==> src/hdl/pltf_pkg.sv <==
// types and constants of the pcm linear tail fade block
`default_nettype none

package pltf_pkg;

    localparam int SAMPLE_W    = 16;
    localparam int CLIP_W      = 24;
    localparam int FADE_W      = 10;
    localparam int CFG_INDEX_W = 4;

    localparam logic [FADE_W-1:0] FADE_LIMIT_RESET = 10'd320;

    // configuration register indexes
    localparam logic [CFG_INDEX_W-1:0] CFG_CLIP_SAMPLES = 4'd0;
    localparam logic [CFG_INDEX_W-1:0] CFG_FADE_LIMIT   = 4'd1;

    // one classified sample handed from front to back
    typedef struct packed {
        logic signed [SAMPLE_W-1:0] sample;
        logic [FADE_W-1:0]          gain;
        logic [FADE_W-1:0]          fade_len;
        logic                       fade;
        logic                       clip_end;
    } pltf_item_t;

endpackage

`default_nettype wire

==> src/hdl/pcm_linear_tail_fade.sv <==
// top level of the pcm linear tail fade block
//
// Usage: signed 16-bit PCM samples enter on the s_axis channel and leave on
// m_axis, one result per sample, in order. m_axis_tlast marks the last sample
// of each clip. Samples pass unchanged, except the last F of each clip, F being
// the smaller of clip_samples and fade_limit, which follow a linear ramp down
// to zero. Registers are written on the cfg channel (index 0 clip_samples,
// index 1 fade_limit) while no sample is in flight; cfg_ready is always high.
// A faded sample passes the queue and the back end states IDLE, MUL, ABS, DIV
// and DONE into the output register; a passed sample skips ABS and DIV. The
// back end takes a new sample only once the last is in the output register.
// Its bit-serial divider gives one quotient bit per cycle, 25 bits.
// The front end classifies samples in the cycle they arrive and places them
// in a short queue, so it keeps accepting while the back end divides, as long
// as the queue has room. Reset clears the clip position, sets clip_samples to
// 0 and fade_limit to 320, and empties the queue and output register.
// When the receiver stalls, the result holds in the output register, the
// back end and then the queue fill, and s_axis_tready drops.
`default_nettype none

module pcm_linear_tail_fade
    import pltf_pkg::*;
#(
    parameter int QUEUE_DEPTH = 2
)
(
    input  wire logic                   clk,
    input  wire logic                   rst_n,
    input  wire logic                   cfg_valid,
    output logic                        cfg_ready,
    input  wire logic [CFG_INDEX_W-1:0] cfg_index,
    input  wire logic [CLIP_W-1:0]      cfg_data,
    input  wire logic                   s_axis_tvalid,
    output logic                        s_axis_tready,
    input  wire logic [15:0]            s_axis_tdata,   // [15:0] sample_in
    output logic                        m_axis_tvalid,
    input  wire logic                   m_axis_tready,
    output logic [15:0]                 m_axis_tdata,   // [15:0] sample_out
    output logic                        m_axis_tlast    // clip_end
);

    logic       fq_valid;
    logic       fq_ready;
    pltf_item_t fq_item;
    logic       qb_valid;
    logic       qb_ready;
    pltf_item_t qb_item;

    // classification and position tracking
    pltf_front u_front (
        .clk       (clk),
        .rst_n     (rst_n),
        .cfg_valid (cfg_valid),
        .cfg_ready (cfg_ready),
        .cfg_index (cfg_index),
        .cfg_data  (cfg_data),
        .in_valid  (s_axis_tvalid),
        .in_ready  (s_axis_tready),
        .in_sample (s_axis_tdata),
        .q_valid   (fq_valid),
        .q_ready   (fq_ready),
        .q_item    (fq_item)
    );

    // decoupling queue
    pltf_queue #(
        .DEPTH (QUEUE_DEPTH)
    ) u_queue (
        .clk       (clk),
        .rst_n     (rst_n),
        .in_valid  (fq_valid),
        .in_ready  (fq_ready),
        .in_item   (fq_item),
        .out_valid (qb_valid),
        .out_ready (qb_ready),
        .out_item  (qb_item)
    );

    // ramp arithmetic and output register
    pltf_back u_back (
        .clk        (clk),
        .rst_n      (rst_n),
        .q_valid    (qb_valid),
        .q_ready    (qb_ready),
        .q_item     (qb_item),
        .out_valid  (m_axis_tvalid),
        .out_ready  (m_axis_tready),
        .out_sample (m_axis_tdata),
        .out_end    (m_axis_tlast)
    );

endmodule

`default_nettype wire

==> src/hdl/pltf_front.sv <==
// front end: configuration registers, clip position and sample classification
`default_nettype none

module pltf_front
    import pltf_pkg::*;
(
    input  wire logic                   clk,
    input  wire logic                   rst_n,
    input  wire logic                   cfg_valid,
    output logic                        cfg_ready,
    input  wire logic [CFG_INDEX_W-1:0] cfg_index,
    input  wire logic [CLIP_W-1:0]      cfg_data,
    input  wire logic                   in_valid,
    output logic                        in_ready,
    input  wire logic [SAMPLE_W-1:0]    in_sample,
    output logic                        q_valid,
    input  wire logic                   q_ready,
    output pltf_item_t                  q_item
);

    logic [CLIP_W-1:0] clip_samples_reg, clip_samples_next;
    logic [FADE_W-1:0] fade_limit_reg, fade_limit_next;
    logic [CLIP_W-1:0] clip_position_reg, clip_position_next;

    logic              accept;
    logic              clip_on;
    logic [FADE_W-1:0] fade_len;
    logic              is_end;
    logic [CLIP_W-1:0] pos_eff;
    logic [CLIP_W-1:0] gain_wide;
    logic [CLIP_W:0]   pos_plus_fade;
    logic              in_fade;

    assign cfg_ready = 1'b1;
    assign in_ready  = q_ready;
    assign q_valid   = in_valid;
    assign accept    = in_valid && q_ready;

    // register writes
    always_comb
    begin
        clip_samples_next = clip_samples_reg;
        fade_limit_next   = fade_limit_reg;
        if (cfg_valid)
        begin
            case (cfg_index)
                CFG_CLIP_SAMPLES: clip_samples_next = cfg_data;
                CFG_FADE_LIMIT:   fade_limit_next   = cfg_data[FADE_W-1:0];
                default:          ;
            endcase
        end
    end

    // ramp length is the smaller of clip length and fade limit
    assign clip_on  = (clip_samples_reg != '0);
    assign fade_len = (clip_samples_reg < {{(CLIP_W-FADE_W){1'b0}}, fade_limit_reg})
                      ? clip_samples_reg[FADE_W-1:0] : fade_limit_reg;

    // last sample of the clip, also when the position ran past the end
    assign is_end  = ({1'b0, clip_position_reg} + 1'b1) >= {1'b0, clip_samples_reg};
    assign pos_eff = is_end ? (clip_samples_reg - 1'b1) : clip_position_reg;

    // inside the tail when position + F reaches the clip length
    assign pos_plus_fade = {1'b0, pos_eff} + {{(CLIP_W+1-FADE_W){1'b0}}, fade_len};
    assign in_fade       = clip_on && (fade_len != '0) && (pos_plus_fade >= {1'b0, clip_samples_reg});

    // gain F-k-1 equals samples left after this one
    assign gain_wide = clip_samples_reg - 1'b1 - pos_eff;

    always_comb
    begin
        q_item.sample   = in_sample;
        q_item.gain     = gain_wide[FADE_W-1:0];
        q_item.fade_len = fade_len;
        q_item.fade     = in_fade;
        q_item.clip_end = clip_on && is_end;
    end

    // position advance per accepted sample
    always_comb
    begin
        clip_position_next = clip_position_reg;
        if (accept)
        begin
            if (!clip_on || is_end)
                clip_position_next = '0;
            else
                clip_position_next = clip_position_reg + 1'b1;
        end
    end

    always_ff @(posedge clk or negedge rst_n)
    begin
        if (!rst_n)
        begin
            clip_samples_reg  <= '0;
            fade_limit_reg    <= FADE_LIMIT_RESET;
            clip_position_reg <= '0;
        end
        else
        begin
            clip_samples_reg  <= clip_samples_next;
            fade_limit_reg    <= fade_limit_next;
            clip_position_reg <= clip_position_next;
        end
    end

endmodule

`default_nettype wire

==> src/hdl/pltf_queue.sv <==
// short queue of classified samples between front and back
`default_nettype none

module pltf_queue
    import pltf_pkg::*;
#(
    parameter int DEPTH = 2
)
(
    input  wire logic clk,
    input  wire logic rst_n,
    input  wire logic in_valid,
    output logic      in_ready,
    input  pltf_item_t in_item,
    output logic      out_valid,
    input  wire logic out_ready,
    output pltf_item_t out_item
);

    localparam int PTR_W = (DEPTH > 1) ? $clog2(DEPTH) : 1;
    localparam int CNT_W = $clog2(DEPTH + 1);

    pltf_item_t entry_reg [DEPTH];

    logic [PTR_W-1:0] wr_ptr_reg, wr_ptr_next;
    logic [PTR_W-1:0] rd_ptr_reg, rd_ptr_next;
    logic [CNT_W-1:0] count_reg, count_next;
    logic             push;
    logic             pop;

    assign in_ready  = (count_reg != CNT_W'(DEPTH));
    assign out_valid = (count_reg != '0);
    assign out_item  = entry_reg[rd_ptr_reg];
    assign push      = in_valid && in_ready;
    assign pop       = out_valid && out_ready;

    // pointer wrap and fill count
    always_comb
    begin
        wr_ptr_next = wr_ptr_reg;
        rd_ptr_next = rd_ptr_reg;
        count_next  = count_reg;
        if (push)
            wr_ptr_next = (wr_ptr_reg == PTR_W'(DEPTH - 1)) ? '0 : wr_ptr_reg + 1'b1;
        if (pop)
            rd_ptr_next = (rd_ptr_reg == PTR_W'(DEPTH - 1)) ? '0 : rd_ptr_reg + 1'b1;
        if (push && !pop)
            count_next = count_reg + 1'b1;
        else if (pop && !push)
            count_next = count_reg - 1'b1;
    end

    always_ff @(posedge clk or negedge rst_n)
    begin
        if (!rst_n)
        begin
            wr_ptr_reg <= '0;
            rd_ptr_reg <= '0;
            count_reg  <= '0;
        end
        else
        begin
            wr_ptr_reg <= wr_ptr_next;
            rd_ptr_reg <= rd_ptr_next;
            count_reg  <= count_next;
        end
    end

    // storage, no reset needed
    always_ff @(posedge clk)
    begin
        if (push)
            entry_reg[wr_ptr_reg] <= in_item;
    end

endmodule

`default_nettype wire

==> src/hdl/pltf_back.sv <==
// back end: ramp multiply, bit-serial divide and output register
`default_nettype none

module pltf_back
    import pltf_pkg::*;
(
    input  wire logic                 clk,
    input  wire logic                 rst_n,
    input  wire logic                 q_valid,
    output logic                      q_ready,
    input  pltf_item_t                q_item,
    output logic                      out_valid,
    input  wire logic                 out_ready,
    output logic [SAMPLE_W-1:0]       out_sample,
    output logic                      out_end
);

    localparam int PROD_W = SAMPLE_W + FADE_W + 1;
    localparam int MAG_W  = PROD_W - 2;
    localparam int CNT_W  = $clog2(MAG_W);

    typedef enum logic [2:0] {
        ST_IDLE,
        ST_MUL,
        ST_ABS,
        ST_DIV,
        ST_DONE
    } state_t;

    state_t                     state_reg, state_next;
    pltf_item_t                 item_reg, item_next;
    logic signed [PROD_W-1:0]   prod_reg, prod_next;
    logic                       neg_reg, neg_next;
    logic [MAG_W-1:0]           dvd_reg, dvd_next;
    logic [FADE_W-1:0]          rem_reg, rem_next;
    logic [CNT_W-1:0]           cnt_reg, cnt_next;
    logic                       out_valid_reg, out_valid_next;
    logic [SAMPLE_W-1:0]        out_sample_reg, out_sample_next;
    logic                       out_end_reg, out_end_next;

    logic [PROD_W-1:0]          prod_abs;
    logic [FADE_W:0]            trial;
    logic                       trial_ge;
    logic [SAMPLE_W-1:0]        quo;
    logic [SAMPLE_W-1:0]        result;

    assign q_ready    = (state_reg == ST_IDLE);
    assign out_valid  = out_valid_reg;
    assign out_sample = out_sample_reg;
    assign out_end    = out_end_reg;

    // magnitude of the product, fits MAG_W bits
    assign prod_abs = prod_reg[PROD_W-1] ? PROD_W'(-prod_reg) : PROD_W'(prod_reg);

    // one restoring divide step
    assign trial    = {rem_reg, dvd_reg[MAG_W-1]};
    assign trial_ge = (trial >= {1'b0, item_reg.fade_len});

    // quotient stays below full scale, so the sign is applied on 16 bits
    assign quo    = dvd_reg[SAMPLE_W-1:0];
    assign result = !item_reg.fade ? item_reg.sample
                  : (neg_reg ? SAMPLE_W'(-quo) : quo);

    always_comb
    begin
        state_next      = state_reg;
        item_next       = item_reg;
        prod_next       = prod_reg;
        neg_next        = neg_reg;
        dvd_next        = dvd_reg;
        rem_next        = rem_reg;
        cnt_next        = cnt_reg;
        out_valid_next  = out_valid_reg;
        out_sample_next = out_sample_reg;
        out_end_next    = out_end_reg;

        // output register empties on a transfer
        if (out_valid_reg && out_ready)
            out_valid_next = 1'b0;

        case (state_reg)
            ST_IDLE:
            begin
                if (q_valid)
                begin
                    item_next  = q_item;
                    state_next = ST_MUL;
                end
            end
            ST_MUL:
            begin
                prod_next  = PROD_W'(item_reg.sample)
                           * PROD_W'($signed({1'b0, item_reg.gain}));
                state_next = item_reg.fade ? ST_ABS : ST_DONE;
            end
            ST_ABS:
            begin
                neg_next   = prod_reg[PROD_W-1];
                dvd_next   = prod_abs[MAG_W-1:0];
                rem_next   = '0;
                cnt_next   = CNT_W'(MAG_W - 1);
                state_next = ST_DIV;
            end
            ST_DIV:
            begin
                rem_next = trial_ge ? FADE_W'(trial - {1'b0, item_reg.fade_len})
                                    : trial[FADE_W-1:0];
                dvd_next = {dvd_reg[MAG_W-2:0], trial_ge};
                cnt_next = cnt_reg - 1'b1;
                if (cnt_reg == '0)
                    state_next = ST_DONE;
            end
            ST_DONE:
            begin
                if (!out_valid_reg || out_ready)
                begin
                    out_valid_next  = 1'b1;
                    out_sample_next = result;
                    out_end_next    = item_reg.clip_end;
                    state_next      = ST_IDLE;
                end
            end
            default:
            begin
                state_next = ST_IDLE;
            end
        endcase
    end

    // state and output valid register
    always_ff @(posedge clk or negedge rst_n)
    begin
        if (!rst_n)
        begin
            state_reg     <= ST_IDLE;
            out_valid_reg <= 1'b0;
        end
        else
        begin
            state_reg     <= state_next;
            out_valid_reg <= out_valid_next;
        end
    end

    // datapath, no reset needed
    always_ff @(posedge clk)
    begin
        item_reg       <= item_next;
        prod_reg       <= prod_next;
        neg_reg        <= neg_next;
        dvd_reg        <= dvd_next;
        rem_reg        <= rem_next;
        cnt_reg        <= cnt_next;
        out_sample_reg <= out_sample_next;
        out_end_reg    <= out_end_next;
    end

endmodule

`default_nettype wire

==> config.mk <==
export PLATFORM = sky130hd
export DESIGN_NAME = pcm_linear_tail_fade
export DESIGN_NICKNAME = d
export VERILOG_FILES = /design/src/hdl/pltf_pkg.sv /design/src/hdl/pcm_linear_tail_fade.sv /design/src/hdl/pltf_front.sv /design/src/hdl/pltf_queue.sv /design/src/hdl/pltf_back.sv
export SDC_FILE = /design/constraint.sdc
export NUM_CORES = 1
export LEC_CHECK = 0
export ABC_AREA = 1
export BUFFER_PORTS_ARGS = -buffer_cell sky130_fd_sc_hd__buf_2
export CAP_MARGIN = 40
export CELL_PAD_IN_SITES_DETAIL_PLACEMENT = 0
export CELL_PAD_IN_SITES_GLOBAL_PLACEMENT = 1
export CORE_MARGIN = 3
export CORE_UTILIZATION = 49
export CTS_CLUSTER_SIZE = 28
export DETAILED_ROUTE_END_ITERATION = 10
export PLACE_DENSITY = 0.8
export REMOVE_ABC_BUFFERS = 1
export SLEW_MARGIN = 0
export SYNTH_ARGS = -nofsm -noshare
export SYNTH_HDL_FRONTEND = slang
export SYNTH_HIERARCHICAL = 1
export SYNTH_SLANG_ARGS = --single-unit
export TNS_END_PERCENT = 1
==> constraint.sdc <==
create_clock -name clk -period 11.2 [get_ports clk]
set_clock_uncertainty 0.2 [all_clocks]
set_input_delay 2.24 -clock clk [delete_from_list [all_inputs] [get_ports clk]]
set_output_delay 2.24 -clock clk [all_outputs]
set_load 0.1 [all_outputs]
==> results.json <==
{
  "grt_pass1_vias": 17400,
  "synth_common_cells": "748 x nand2_1, 532 x inv_1, 198 x edfxtp_1, 178 x nor2_1, 153 x ha_1",
  "place_hpwl_um": 43300,
  "period_needed_ns": 7.99,
  "antenna_cells": 0,
  "drt-met1-wl_um": 26400,
  "whs_ns": 0.271,
  "h-tree-depth": 1,
  "ys.flop_type": "edfxtp_1",
  "setup-tns-final_ns": 0,
  "yosys-top-cells-area": "edfxtp_1 27%, fa_1 13%, nand2_1 13%, inv_1 8.9%, ha_1 8.6%",
  "cts_made_buffers": 31,
  "cpPeakStageDelay_ns": 0.71,
  "rr_startpoint": "u_front/clip_position_reg[2]",
  "synth-edff-count": 198,
  "required_ns": 11.34,
  "top_layer": "met5",
  "grt_util_all_layers_pct": 23.5,
  "wl_met2_um": 24500,
  "path_clk_slew_ns": 0.06,
  "crit_fanout": 36,
  "fillCellCount": 4174,
  "routed_wl_um": 55300,
  "fin_nets": 3099,
  "syn_area_um2": 22400,
  "ios": 69,
  "post-cts-setup-buffer-count": 0,
  "worst_pin_slew_ns": 0.936,
  "synthDominantCellAreaShare_pct": 26.6,
  "dr_wl_met3_um": 3280,
  "setup_viol": 0,
  "grt_antenna_before_repair": 2,
  "grt_max_degree": 53,
  "slew_headroom_pct": 37.6,
  "cts_resized": 0,
  "startpoint": "u_front/clip_position_reg[2]",
  "cap_violations": 0,
  "postCtsHoldBufs": 0,
  "portBuffers": 67,
  "yosys.area.top_type": "edfxtp_1",
  "post-place-ws_ns": 3.36,
  "avgSynthCellArea_um2": 8.19,
  "wl_per_cell_um": 16.4,
  "run_status": "complete, no violations",
  "coreArea_um2": 44600,
  "critical_path_class": "reg2reg",
  "drive_gt1_share_pct": 7.86,
  "dieWidth_um": 220,
  "fp.dieH_um": 220,
  "fp-row-count": 77,
  "slew_viol_final": 0,
  "route.detailed.drc": 0,
  "area_delta_synth_final_pct": 8.30,
  "largest_reg_flops": 76,
  "drtIter0Drc": 1113,
  "critPathBufInv": 3,
  "finalHoldViolCount": 0,
  "gp_congestion": 0.895,
  "overflow": 0,
  "hold_path_startpoint": "u_back/item_reg[0]",
  "die_area_um2": 48200,
  "worstSetupStartpointType": "flop",
  "synthCells": 2732,
  "critPathTopFamily": "simple AND/OR/NAND/NOR gates",
  "rrSetupSlack_ns": 3.21,
  "yosysWarnings": 6,
  "arrival_ns": 8.12,
  "cts_buffer_depth": 3,
  "ff2ff_path_depth": 39,
  "ant_nets": 0,
  "insertion_delay_ns": 0.59,
  "crit_path_end_kind": "flop",
  "ys_seq_area_share_pct": 34.0,
  "critical_path_depth": 39,
  "fmax_mhz": 125,
  "dr.pass1.iters": 7,
  "finalCritPeriodShare_pct": 71.3,
  "fin_ws_ns": 3.21,
  "hold_path_depth": 0,
  "cpMostUsedCell": "nand2_1",
  "cts_tree": "built",
  "crit_slowest_cell": "o21ai_0",
  "async_flop_share_pct": 25.0,
  "cts.root.buffer_cell": "clkbuf_16",
  "ys_types": 54,
  "rsz0062_at_grt": "no",
  "ys_ff_latch": 264,
  "cts.sink_count": 264,
  "start_util_pct": 50.1,
  "routed-via-count": 17500,
  "holdCritPathClass": "reg2reg",
  "via_per_inst": 5.19,
  "yosysMostFrequentCell": "nand2_1",
  "final_core_util_pct": 54.3,
  "grt_pass1_wl_um": 90400
}
area by class of cell:
| cell class | count | area [µm²] | share of cell area, % |
|---|---|---|---|
| Inverter | 543 | 2040 | 8.41 |
| Multi-Input combinational cell | 1830 | 12300 | 50.6 |
| Tap cell | 592 | 741 | 3.06 |
| Clock inverter | 21 | 297 | 1.22 |
| Timing Repair Buffer | 79 | 485 | 2.00 |
| Sequential cell | 264 | 7600 | 31.4 |
| Clock buffer | 37 | 808 | 3.34 |
path summary, 6_finish.rpt:
check                                           endpoint
min in group asynchronous  u_front/clip_position_reg[20]
min reg2reg                               u_back/out_end
max in group asynchronous      u_front/fade_limit_reg[8]
max reg2reg                      u_queue/entry_reg[0][1]
min                                       u_back/out_end
max                              u_queue/entry_reg[0][1]
placed cells by master (no fill, tap or decap), drive strengths merged, types with 79 or more instances in the layout:
cell,synthesis,routed
nand2,763,763
o21ai,111,111
fa,148,148
xor2,86,86
inv,542,544
a21oi,93,93
nand3,116,116
edfxtp,198,198
nor2,201,201
buf,46,79
ha,153,153
metal layers:
metal	global-route usage [%]	vias to the layer above
li1	-	8557
met1	34.7	8356
met2	37.5	467
met3	2.73	74
met4	5.30	2
met5	0	-
stage by stage:
stage | instance area [µm²] | instances
after global placement | 23000 | 3305
final | 24200 | 3366
after global routing | 24200 | 3366
after detailed placement | 23100 | 3308
after CTS | 24200 | 3366
after floorplan | 21900 | 2637
cells by family after synthesis:
kind of cell	share of synthesized area, %
AO/OA/AOI/OAI	6.24
buffers and inverters	11.4
AND/OR/NAND/NOR	22.4
other	0.0168
adder cells (fa/ha/maj)	21.8
XOR/XNOR	4.23
flip-flops	34.0
Power is not shown: default switching activity piles up to over one toggle a cycle in this logic, so the estimate is an artifact.
